### src/hw/rtl/lspp_pkg.sv
`timescale 1ns / 1ps
// Package for the looped sample playback pointer core.
// Holds the sizes, register indexes, codes and state type; depends on nothing.
package lspp_pkg;

  localparam int ADDR_BITS    = 20;
  localparam int MAX_SEGMENTS = 64;

  localparam int SEG_W   = (MAX_SEGMENTS > 1) ? $clog2(MAX_SEGMENTS) : 1;
  localparam int WORK_W  = 30;
  localparam int PADDR_W = 5;
  localparam int PDATA_W = 32;

  typedef logic signed [WORK_W-1:0] work_t;

  localparam work_t WORK_ZERO     = work_t'(0);
  localparam work_t POS_MAX_W     = work_t'(2097151);
  localparam work_t POS_MIN_W     = work_t'(-2097152);
  localparam work_t COUNT_MAX_W   = work_t'(8191);
  localparam logic [19:0] SEG_ADDR_MASK = 20'((64'd1 << ADDR_BITS) - 64'd1);

  localparam logic [2:0] REG_SAMPLE_LENGTH = 3'd0;
  localparam logic [2:0] REG_LOOP_BEGIN    = 3'd1;
  localparam logic [2:0] REG_LOOP_FINISH   = 3'd2;
  localparam logic [2:0] REG_INITIAL_LOOPS = 3'd3;
  localparam logic [2:0] REG_FRAME_LENGTH  = 3'd4;

  localparam logic ACT_START = 1'b0;
  localparam logic ACT_FRAME = 1'b1;

  typedef enum logic [2:0] {
    S_IDLE,
    S_ADV,
    S_FIN,
    S_FETCH,
    S_SINGLE
  } lspp_state_t;

endpackage

### src/hw/rtl/looped_sample_playback_pointer_core.sv
`timescale 1ns / 1ps
// Voice address generator for looped sample playback, single module.
// Depends on lspp_pkg for sizes, register indexes and the state type.
//
// A start word loads the play position and loop counter and gives no result
// word. A frame word gives one or more result words (fetch segments), the
// final one flagged by out_last with out_stopped and out_overflow valid on it.
// in_stall stays high while a frame is worked on, so a new frame word is taken
// only once the last one is through its work. A frame first runs the position
// advance, one pass of the shared wrap adder per cycle (1 to MAX_SEGMENTS
// passes), then a finishing step, then emits one segment per cycle while the
// output slot is free (1 to MAX_SEGMENTS) through the same adder; if the
// finishing step finds nothing to fetch, one empty last word goes out instead.
// Stopped, suspended and kill frames skip the advance and give only such a word.
// Results sit in an output register, so a stall on out_stall only holds the
// result phase, and the next word may be accepted while the last result
// still waits. Reset is synchronous: the voice comes up stopped, position and
// loop count zero, frame length 512. Configuration is written via the cfg_ port
// by the user only while no frame is in work; the core does not enforce it.
module looped_sample_playback_pointer_core (
  input  logic                           clk,
  input  logic                           rst_n,
  input  logic                           in_valid,
  output logic                           in_stall,
  input  logic                           in_action,
  input  logic signed [20:0]             in_start_offset,
  input  logic                           in_stop_request,
  input  logic                           in_suspend,
  input  logic                           in_fade,
  input  logic                           in_kill,
  output logic                           out_valid,
  input  logic                           out_stall,
  output logic [19:0]                    out_seg_start,
  output logic [12:0]                    out_seg_count,
  output logic [11:0]                    out_buffer_offset,
  output logic                           out_last,
  output logic                           out_stopped,
  output logic                           out_overflow,
  input  logic                           cfg_psel,
  input  logic                           cfg_penable,
  input  logic                           cfg_pwrite,
  input  logic [lspp_pkg::PADDR_W-1:0]   cfg_paddr,
  input  logic [lspp_pkg::PDATA_W-1:0]   cfg_pwdata,
  output logic [lspp_pkg::PDATA_W-1:0]   cfg_prdata,
  output logic                           cfg_pready
);
  import lspp_pkg::*;

  logic [20:0]        sample_len_r;
  logic [19:0]        loop_begin_r;
  logic [20:0]        loop_finish_r;
  logic [15:0]        init_loops_r;
  logic [12:0]        frame_len_r;
  logic               cfg_wr;

  lspp_state_t        state_r, state_nxt;
  logic signed [21:0] pp_r, pp_nxt;
  logic signed [15:0] ll_r, ll_nxt;
  logic signed [15:0] lc_r, lc_nxt;
  logic               stopped_r, stopped_nxt;
  work_t              work_pos_r, work_pos_nxt;
  work_t              work_cnt_r, work_cnt_nxt;
  logic [11:0]        off_r, off_nxt;
  logic [SEG_W-1:0]   pass_r, pass_nxt;
  logic [SEG_W-1:0]   seg_r, seg_nxt;

  logic               out_valid_r, out_valid_nxt;
  logic [19:0]        out_start_r, out_start_nxt;
  logic [12:0]        out_count_r, out_count_nxt;
  logic [11:0]        out_off_r, out_off_nxt;
  logic               out_last_r, out_last_nxt;
  logic               out_stop_r, out_stop_nxt;
  logic               out_ovf_r, out_ovf_nxt;

  logic               in_acc;
  logic               slot_free;
  logic               stop_now;
  work_t              lf_w, lb_w, len_w, fl_w, pp_w;

  // Shared wrap adder.
  logic signed [15:0] unit_lc, unit_lc_dec;
  work_t              unit_sum, unit_rem, unit_head;
  logic               unit_wrap;

  work_t              adv_pos, adv_cnt;
  logic               adv_done;

  work_t              pos_sat, pp_plus_fl, neg_pp;
  logic               stop_fin, fetch_go;

  work_t              seg_cnt_pre, seg_end, seg_cnt_cut, seg_cnt, seg_rem;
  logic               seg_cut, seg_cap, seg_last, seg_ovf;

  assign cfg_wr     = cfg_psel & cfg_penable & cfg_pwrite;
  assign cfg_pready = 1'b1;

  always_comb begin
    case (cfg_paddr[4:2])
      REG_SAMPLE_LENGTH: cfg_prdata = PDATA_W'(sample_len_r);
      REG_LOOP_BEGIN:    cfg_prdata = PDATA_W'(loop_begin_r);
      REG_LOOP_FINISH:   cfg_prdata = PDATA_W'(loop_finish_r);
      REG_INITIAL_LOOPS: cfg_prdata = PDATA_W'(init_loops_r);
      REG_FRAME_LENGTH:  cfg_prdata = PDATA_W'(frame_len_r);
      default:           cfg_prdata = '0;
    endcase
  end

  always_ff @(posedge clk) begin
    if (!rst_n) begin
      sample_len_r  <= '0;
      loop_begin_r  <= '0;
      loop_finish_r <= '0;
      init_loops_r  <= '0;
      frame_len_r   <= 13'd512;
    end else if (cfg_wr) begin
      case (cfg_paddr[4:2])
        REG_SAMPLE_LENGTH: sample_len_r  <= cfg_pwdata[20:0];
        REG_LOOP_BEGIN:    loop_begin_r  <= cfg_pwdata[19:0];
        REG_LOOP_FINISH:   loop_finish_r <= cfg_pwdata[20:0];
        REG_INITIAL_LOOPS: init_loops_r  <= cfg_pwdata[15:0];
        REG_FRAME_LENGTH:  frame_len_r   <= cfg_pwdata[12:0];
        default: begin
        end
      endcase
    end
  end

  assign in_stall  = (state_r != S_IDLE);
  assign in_acc    = in_valid & ~in_stall;
  assign slot_free = ~out_valid_r | ~out_stall;
  assign stop_now  = stopped_r | in_stop_request | in_kill;

  assign lf_w  = $signed(WORK_W'(loop_finish_r));
  assign lb_w  = $signed(WORK_W'(loop_begin_r));
  assign len_w = $signed(WORK_W'(sample_len_r));
  assign fl_w  = $signed(WORK_W'(frame_len_r));
  assign pp_w  = WORK_W'(pp_r);

  always_comb begin
    unit_lc     = (state_r == S_FETCH) ? lc_r : ll_r;
    unit_sum    = work_pos_r + work_cnt_r;
    unit_rem    = unit_sum - lf_w;
    unit_head   = lf_w - work_pos_r;
    unit_wrap   = (unit_lc != 16'sd0) && (unit_rem > WORK_ZERO);
    unit_lc_dec = (unit_wrap && (unit_lc > 16'sd0)) ? unit_lc - 16'sd1 : unit_lc;
  end

  always_comb begin
    adv_pos  = unit_wrap ? lb_w + unit_head : unit_sum;
    adv_cnt  = unit_wrap ? unit_rem : WORK_ZERO;
    adv_done = (adv_cnt == WORK_ZERO) || (pass_r == SEG_W'(MAX_SEGMENTS - 1));
  end

  always_comb begin
    if (work_pos_r > POS_MAX_W) begin
      pos_sat = POS_MAX_W;
    end else if (work_pos_r < POS_MIN_W) begin
      pos_sat = POS_MIN_W;
    end else begin
      pos_sat = work_pos_r;
    end
    stop_fin   = (ll_r == 16'sd0) && (pos_sat >= len_w);
    pp_plus_fl = pp_w + fl_w;
    neg_pp     = WORK_ZERO - pp_w;
    fetch_go   = pp_plus_fl > WORK_ZERO;
  end

  always_comb begin
    seg_cnt_pre = unit_wrap ? unit_head : work_cnt_r;
    seg_end     = unit_wrap ? lf_w : unit_sum;
    seg_cut     = seg_end > len_w;
    seg_cnt_cut = seg_cut ? len_w - work_pos_r : seg_cnt_pre;
    seg_cnt     = (seg_cnt_cut < WORK_ZERO) ? WORK_ZERO : seg_cnt_cut;
    seg_rem     = (unit_wrap && !seg_cut) ? unit_rem : WORK_ZERO;
    seg_cap     = (seg_r == SEG_W'(MAX_SEGMENTS - 1));
    seg_last    = (seg_rem == WORK_ZERO) || seg_cap;
    seg_ovf     = (seg_rem != WORK_ZERO) && seg_cap;
  end

  always_comb begin
    state_nxt = state_r;
    case (state_r)
      S_IDLE: begin
        if (in_acc && (in_action == ACT_FRAME)) begin
          state_nxt = (stop_now || in_suspend) ? S_SINGLE : S_ADV;
        end
      end
      S_ADV: begin
        if (adv_done) begin
          state_nxt = S_FIN;
        end
      end
      S_FIN: begin
        state_nxt = fetch_go ? S_FETCH : S_SINGLE;
      end
      S_FETCH: begin
        if (slot_free && seg_last) begin
          state_nxt = S_IDLE;
        end
      end
      S_SINGLE: begin
        if (slot_free) begin
          state_nxt = S_IDLE;
        end
      end
      default: state_nxt = S_IDLE;
    endcase
  end

  always_comb begin
    pp_nxt        = pp_r;
    ll_nxt        = ll_r;
    lc_nxt        = lc_r;
    stopped_nxt   = stopped_r;
    work_pos_nxt  = work_pos_r;
    work_cnt_nxt  = work_cnt_r;
    off_nxt       = off_r;
    pass_nxt      = pass_r;
    seg_nxt       = seg_r;
    out_valid_nxt = out_valid_r & out_stall;
    out_start_nxt = out_start_r;
    out_count_nxt = out_count_r;
    out_off_nxt   = out_off_r;
    out_last_nxt  = out_last_r;
    out_stop_nxt  = out_stop_r;
    out_ovf_nxt   = out_ovf_r;
    case (state_r)
      S_IDLE: begin
        if (in_acc && (in_action == ACT_START)) begin
          pp_nxt      = 22'(in_start_offset);
          ll_nxt      = ({1'b0, loop_begin_r} == loop_finish_r) ? 16'sd0
                                                                : $signed(init_loops_r);
          stopped_nxt = 1'b0;
        end else if (in_acc) begin
          if (stop_now) begin
            stopped_nxt = 1'b1;
          end else if (!in_suspend) begin
            ll_nxt       = in_fade ? 16'sd0 : ll_r;
            lc_nxt       = in_fade ? 16'sd0 : ll_r;
            work_pos_nxt = pp_w;
            work_cnt_nxt = fl_w;
            pass_nxt     = '0;
          end
        end
      end
      S_ADV: begin
        ll_nxt       = unit_lc_dec;
        work_pos_nxt = adv_pos;
        work_cnt_nxt = adv_cnt;
        pass_nxt     = pass_r + SEG_W'(1);
      end
      S_FIN: begin
        pp_nxt       = pos_sat[21:0];
        stopped_nxt  = stop_fin;
        work_pos_nxt = (pp_r < 22'sd0) ? WORK_ZERO : pp_w;
        work_cnt_nxt = (pp_r < 22'sd0) ? pp_plus_fl : fl_w;
        off_nxt      = (pp_r < 22'sd0) ? neg_pp[11:0] : 12'd0;
        seg_nxt      = '0;
      end
      S_FETCH: begin
        if (slot_free) begin
          out_valid_nxt = 1'b1;
          out_start_nxt = work_pos_r[19:0] & SEG_ADDR_MASK;
          out_count_nxt = (seg_cnt > COUNT_MAX_W) ? 13'h1FFF : seg_cnt[12:0];
          out_off_nxt   = off_r;
          out_last_nxt  = seg_last;
          out_stop_nxt  = seg_last & stopped_r;
          out_ovf_nxt   = seg_ovf;
          off_nxt       = off_r + seg_cnt[11:0];
          work_pos_nxt  = unit_wrap ? lb_w : work_pos_r;
          work_cnt_nxt  = seg_rem;
          lc_nxt        = unit_lc_dec;
          seg_nxt       = seg_r + SEG_W'(1);
        end
      end
      S_SINGLE: begin
        if (slot_free) begin
          out_valid_nxt = 1'b1;
          out_start_nxt = '0;
          out_count_nxt = '0;
          out_off_nxt   = '0;
          out_last_nxt  = 1'b1;
          out_stop_nxt  = stopped_r;
          out_ovf_nxt   = 1'b0;
        end
      end
      default: begin
      end
    endcase
  end

  always_ff @(posedge clk) begin
    if (!rst_n) begin
      state_r     <= S_IDLE;
      pp_r        <= '0;
      ll_r        <= '0;
      stopped_r   <= 1'b1;
      out_valid_r <= 1'b0;
      pass_r      <= '0;
      seg_r       <= '0;
    end else begin
      state_r     <= state_nxt;
      pp_r        <= pp_nxt;
      ll_r        <= ll_nxt;
      stopped_r   <= stopped_nxt;
      out_valid_r <= out_valid_nxt;
      pass_r      <= pass_nxt;
      seg_r       <= seg_nxt;
    end
  end

  always_ff @(posedge clk) begin
    lc_r        <= lc_nxt;
    work_pos_r  <= work_pos_nxt;
    work_cnt_r  <= work_cnt_nxt;
    off_r       <= off_nxt;
    out_start_r <= out_start_nxt;
    out_count_r <= out_count_nxt;
    out_off_r   <= out_off_nxt;
    out_last_r  <= out_last_nxt;
    out_stop_r  <= out_stop_nxt;
    out_ovf_r   <= out_ovf_nxt;
  end

  assign out_valid         = out_valid_r;
  assign out_seg_start     = out_start_r;
  assign out_seg_count     = out_count_r;
  assign out_buffer_offset = out_off_r;
  assign out_last          = out_last_r;
  assign out_stopped       = out_stop_r;
  assign out_overflow      = out_ovf_r;

  a_start_revives: assert property (@(posedge clk) disable iff (!rst_n)
    (in_acc && (in_action == ACT_START)) |=> !stopped_r)
    else $error("start word did not revive the voice");

  a_flags_on_last: assert property (@(posedge clk) disable iff (!rst_n)
    (out_valid_r && (out_ovf_r || out_stop_r)) |-> out_last_r)
    else $error("stopped or overflow flag on a word that is not last");

  a_fin_follow: assert property (@(posedge clk) disable iff (!rst_n)
    (state_r == S_FIN) |=> ((state_r == S_FETCH) || (state_r == S_SINGLE)))
    else $error("finishing cycle not followed by result phase");

  a_kill_stops: assert property (@(posedge clk) disable iff (!rst_n)
    (in_acc && (in_action == ACT_FRAME) && (in_kill || in_stop_request))
      |=> (stopped_r && (state_r == S_SINGLE)))
    else $error("kill or stop request did not stop the voice");

endmodule
### config.mk
export PLATFORM = sky130hd
export DESIGN_NAME = looped_sample_playback_pointer_core
export DESIGN_NICKNAME = d
export VERILOG_FILES = /design/src/hw/rtl/lspp_pkg.sv /design/src/hw/rtl/looped_sample_playback_pointer_core.sv
export SDC_FILE = /design/constraint.sdc
export NUM_CORES = 1
export LEC_CHECK = 0
export BUFFER_PORTS_ARGS = -buffer_cell sky130_fd_sc_hd__clkbuf_2
export CORE_AREA = 2 2 305 307
export CTS_CLUSTER_DIAMETER = 100
export DETAILED_ROUTE_END_ITERATION = 8
export DIE_AREA = 0 0 307 309
export GPL_TIMING_DRIVEN = 0
export SYNTH_ARGS = -nofsm -noshare
export SYNTH_HDL_FRONTEND = slang
export SYNTH_SLANG_ARGS = --single-unit
### constraint.sdc
create_clock -name clk -period 12 [get_ports clk]
set_input_delay 0.6 -clock clk [delete_from_list [all_inputs] [get_ports clk]]
set_output_delay 0.6 -clock clk [all_outputs]
set_load 0.03 [all_outputs]
* Yosys cells after proc, flatten, opt, wreduce, memory -nomap -nowiden *
Index checks and enable logic that the tools add are counted.

storage, ports and cells
  output and inout bits = 83
  register bits = 282
  logic and storage cells = 204
  input bits = 70

operators by class
  eq/ne operators = 26
  add/subtract/negate cells = 11
  order comparisons = 10
  bitwise operators = 12
  reductions and logical operators = 42
  mux-type cells = 81

operators with widths
  cell                                                             number
  2-to-1 mux 30 bit                                                22
  one-hot mux 30 bit (4 select lines)                              2
  2-to-1 mux 16 bit                                                10
  one-hot mux 21 bit (5 select lines)                              1
  one-hot mux 16 bit (2 select lines)                              2
  zero test 30 bit                                                 2
  subtractor 22 x 30 -> 30 bit                                     2
  2-to-1 mux 12 bit                                                4
  one-hot mux 12 bit (2 select lines)                              2
  one-hot mux 22 bit (2 select lines)                              1
  2-to-1 mux 20 bit                                                2
  one-hot mux 20 bit (2 select lines)                              1
  2-to-1 mux 13 bit                                                3
  adder 21 x 30 -> 30 bit                                          1
  adder 30 bit                                                     1
  greater-or-equal comparator 30 x 22 -> 1 bit                     1
  greater-than comparator 30 x 1 -> 1 bit, second input constant   1
  greater-than comparator 30 x 14 -> 1 bit, second input constant  1
  greater-than comparator 30 x 22 -> 1 bit                         1
  greater-than comparator 30 x 22 -> 1 bit, second input constant  1
  < comparator 30 x 1 -> 1 bit, second input constant              1
  < comparator 30 x 22 -> 1 bit, second input constant             1
  2-to-1 mux 6 bit                                                 5
  nonzero test 30 bit                                              1
  other kinds (43)                                                 113

* Longest topological paths before layout *
  depth in word-level cells = 14
  depth in mapped cells = 57

* Worst setup path before layout *
Ideal clock, no wire load.

  path kind = reg-to-reg
  start = reg work_pos_r[0]
  end = reg off_r[11] (data pin)
  arrival = 10323 ps
  data required time = 11866 ps
  library setup time = 134 ps
  cell stages (with the launch flop) = 55
  setup slack = 1543 ps
  cells stage by stage = edfxtp_1 -> ha_1 -> fa_1 -> a211oi_1 -> o211ai_1 -> a31o_2 -> a21o_1 -> a31oi_1 -> nor2b_1 -> o21a_1 -> nor2_1 -> xnor2_1 -> ha_1 -> nand2_1 -> o21ai_0 -> a21oi_1 -> o41ai_1 -> a22o_1 -> (+19 left out) -> nand2_1 -> buf_2 -> buf_2 -> nor2_1 -> a211oi_1 -> ha_1 -> a21o_1 -> a21oi_1 -> o21bai_1 -> a21oi_1 -> o21bai_1 -> a21oi_1 -> o21bai_1 -> a21oi_1 -> o21ai_0 -> xor2_1 -> or4_1 -> nand3_1

between the ends
  word-level cells in the longest chain between the ends = 12

RTL lines
  what                                      line                                        RTL
  start: declaration                        looped_sample_playback_pointer_core.sv:61   work_t work_pos_r, work_pos_nxt;
  start signal: assignment                  looped_sample_playback_pointer_core.sv:314  work_pos_r <= work_pos_nxt;
  adder 30 bit                              looped_sample_playback_pointer_core.sv:141  unit_sum = work_pos_r + work_cnt_r;
  subtractor 30 x 22 -> 30 bit              looped_sample_playback_pointer_core.sv:142  unit_rem = unit_sum - lf_w;
  greater-than comparator 30 x 1 -> 1 bit   looped_sample_playback_pointer_core.sv:144  unit_wrap = (unit_lc != 16'sd0) && (unit_rem > WORK_ZERO);
  logical AND 1 bit                         looped_sample_playback_pointer_core.sv:144
  2-to-1 mux 30 bit                         looped_sample_playback_pointer_core.sv:170  seg_end = unit_wrap ? lf_w : unit_sum;
  greater-than comparator 30 x 22 -> 1 bit  looped_sample_playback_pointer_core.sv:171  seg_cut = seg_end > len_w;
  2-to-1 mux 30 bit *                       looped_sample_playback_pointer_core.sv:172  seg_cnt_cut = seg_cut ? len_w - work_pos_r : seg_cnt_pre;
  < comparator 30 x 1 -> 1 bit              looped_sample_playback_pointer_core.sv:173  seg_cnt = (seg_cnt_cut < WORK_ZERO) ? WORK_ZERO : seg_cnt_cut;
  2-to-1 mux 30 bit *                       looped_sample_playback_pointer_core.sv:173
  adder 12 bit *                            looped_sample_playback_pointer_core.sv:269  off_nxt = off_r + seg_cnt[11:0];
  2-to-1 mux 12 bit *                       looped_sample_playback_pointer_core.sv:261  if (slot_free) begin
  one-hot mux 12 bit (2 select lines) *     looped_sample_playback_pointer_core.sv:227  case (state_r)
  named net off_nxt[11]                     looped_sample_playback_pointer_core.sv:63   logic [11:0] off_r, off_nxt;
  end signal: assignment                    looped_sample_playback_pointer_core.sv:316  off_r <= off_nxt;
  end: declaration                          looped_sample_playback_pointer_core.sv:63

Mark *: on every way through the listed nets, which the timed path passes. The rest lies on a longest branch. The select of a mux whose other input is x is not followed.
A chain may end at the register's enable or synchronous reset.

* Final worst setup path *
  start = reg work_pos_r[9]
  end = reg off_r[11] (data pin)

The elaborated chain is that of the path after synthesis.

==> impl_metrics.toml <==
[run_status]
status = "complete, no violations"

[synthesis]
ys_warn_count = 0
synth_most_common_cell = "nand2_1"
synth_common_cells = "nand2_1, a21oi_1, nor2_1"
syn_inst = 2774
synthArstFlopShare = 0
ys_ff_latch = 282
synth_largest_area_cell = "edfxtp_1"
ys_top_cells_by_area = "edfxtp_1, dfxtp_1, ha_1"
synth_edf_count = 136
synth_top_area_share = 0.1795
synth_ff_type = "dfxtp_1"
ys_types = 87
synth_area_sq_um = 22750
avgSynthCellArea_sq_um = 8.200
synth_seq_area_share = 0.3080

[final_layout]
register_area_sq_um = 7007
area_delta_synth_final_pct = 16.75
nets = 3227
multi_input_area_sq_um = 14970
num-fill-cells = 9853
drive_above_1_share = 0.1016

[global_routing]
antenna_found_initial = 5
grt-ovfl-total = 0
grt_max_degree = 30
grt_pass1_vias = 21060
grt_pass1_wl_microns = 144600
gr-usage-all-layers = 0.2069

[die]
dieWidth_microns = 307
ios = 153
rows = 111
start_util = 0.2489
coreArea_sq_um = 91390
die_h_microns = 309
dieArea_sq_um = 94860

[route]
routed_wl_microns = 100800
routedWlPerCell_microns = 24.11
detail-route-antenna-nets = 0
drc = 0
first_iter_violations = 2213
routed_via_density = 5.359
num_vias = 22400
drtPass1Iterations = 6

[clock_tree]
cts_hold_buf = 0
path_clk_slew_ns = 0.07
htreeDepth = 2
numCtsBuffers = 36
cts_tree = "built"
cts.sinks = 282
cts_buffer_depth = 3
insertion_delay_ns = 0.58
cts-root-buf = "clkbuf_16"

[setup_path]
endpoint_kind = "flop"
critPathMaxFanout = 19
crit_top_cell = "a21oi_1"
cp_slowest_cell = "or4_1"
arrival_ns = 12.00
worstReg2RegStart = "work_pos_r[9]$_DFFE_PP_"
slowest_delay_ns = 0.48
crit_start = "work_pos_r[9]$_DFFE_PP_"
crit_type = "reg -> reg"
start_kind = "flop"
worst_ep_required_time_ns = 12.42

[sta]
finalSetupViolCount = 0
fin_crit_ns = 11.58
clock-skew-final_ns = 0.03474
slew_viol_final = 0
fin_crit_sh = 0.9648
finalSetupTns_ns = 0
fmax_ghz = 0.08637
final_hold_viol_count = 0
slew_headroom = 0.09129
worst_slew_pin_slew_ns = 1.353

[placement]
hpwlAfterDp_microns = 82640
portBuffers = 125
gp_congestion = 0.9972

[min_path]
hp-class = "in -> reg"
min_from = "cfg_pwdata[20]"

[job]
cap_violations = 0
[worst paths after layout]
path                                                        to  slack (ns)  cells after the start
worst max-delay path                       off_r[11]$_DFFE_PP_        0.42                     50
worst min-delay path            loop_finish_r[20]$_SDFFE_PN0P_        0.27                      3
worst max register to register             off_r[11]$_DFFE_PP_        0.42                     50
worst min register to register           seg_r[5]$_SDFFE_PN0P_        0.49                      2
[flip-flops by register name (all words and copies together), names as in the netlist, 20 cells and up]
register       flops
pp_r              22
work_cnt_r        30
sample_len_r      21
loop_finish_r     21
work_pos_r        30
out_seg_start     20
loop_begin_r      20
[cells in the final DEF (no fill, tap or decap), types with 16 or more instances in the layout]
master	n
o21a_1	34
ha_1	184
dfxtp_1	146
nand4_1	40
and2_1	35
nand2b_1	18
xnor2_1	115
nand3b_1	21
inv_1	114
nand3_1	45
o21bai_1	23
o22ai_1	32
nand2_1	357
edfxtp_1	136
a21o_1	48
o21ai_0	154
mux2i_1	82
a21oi_1	271
nor2b_1	25
o211ai_1	18
nor4_1	25
or3_1	16
nor3_1	40
and3_1	34
clkbuf_16	37
clkbuf_2	128
o21ai_1	27
nor2_1	219
a211oi_1	50
xor2_1	84
buf_4	29
clkbuf_1	98
a22oi_1	35
[worst max-delay path, delay by kind of cell (launching register included)]
kind,cells,cell delay [ns]
AO/OA/AOI/OAI,30,5.71
AND/OR/NAND/NOR,8,1.96
adder cells (fa/ha/maj),4,1.21
buffers and inverters,4,1.04
XOR/XNOR,2,0.52
multiplexers,2,0.50
flip-flops,1,0.44
[cell families (layout without fill, tap and decap cells)]
family,count (synthesis),in the layout,synth area share
other,2,15,0.0003302
AOI/OAI and AO/OA,821,821,0.2266
DFF,282,282,0.3080
xor gates and xnor gates,204,204,0.07855
adders and majority gates,192,192,0.1079
buffers and inverters,258,465,0.04631
and+or+nand+nor,924,924,0.1903
muxes,91,91,0.04202
[per-stage QoR]
| stage | util | instance area (sq um) | hold slack (ns) | cells | setup slack, ns |
|---|---|---|---|---|---|
| 6_report | 0.2906 | 26560 | 0.2717 | 4180 | 0.4223 |
| 5_1_grt | 0.2905 | 26550 | 0.2798 | 4177 | -0.02072 |
| 4_1_cts | 0.2884 | 26350 | 0.2586 | 4167 | 0.003816 |
| 3_5_place_dp | 0.2737 | 25010 | 0.4798 | 4099 | -1.758 |
| 3_3_place_gp | 0.2724 | 24890 | 0.4670 | 4095 | -1.926 |
| 2_1_floorplan | - | 22780 | 0.4463 | 2784 | 1.543 |
[metal layers]
metal | track usage | routed length [microns] | up-vias
met4 | 0.1092 | 6015 | 6
li1 | - | - | 10470
met1 | 0.2592 | 41240 | 10710
met5 | 0 | 42 | -
met2 | 0.3457 | 46810 | 981
met3 | 0.02871 | 6679 | 235
[area by class of cell]
| cell class | count | area share |
|---|---|---|
| antenna | 3 | 0.0002827 |
| buffer | 142 | 0.02483 |
| clock buffer | 45 | 0.03764 |
| clock inverter | 19 | 0.006360 |
| inverter | 115 | 0.01625 |
| multi-input combinational | 2244 | 0.5638 |
| sequential | 282 | 0.2638 |
| tap | 1186 | 0.05587 |
| timing repair buffer | 144 | 0.03109 |
[timing repair]
action	CTS	global route
setup buffers	5	10
setup endpoints to repair	11	5
hold endpoints to repair	0	0
pin swaps	5	14
resized for setup	31	35
Power is left out: the tool's default activity adds up to more than one toggle a clock period on the data nets, which glitch-free logic cannot reach.
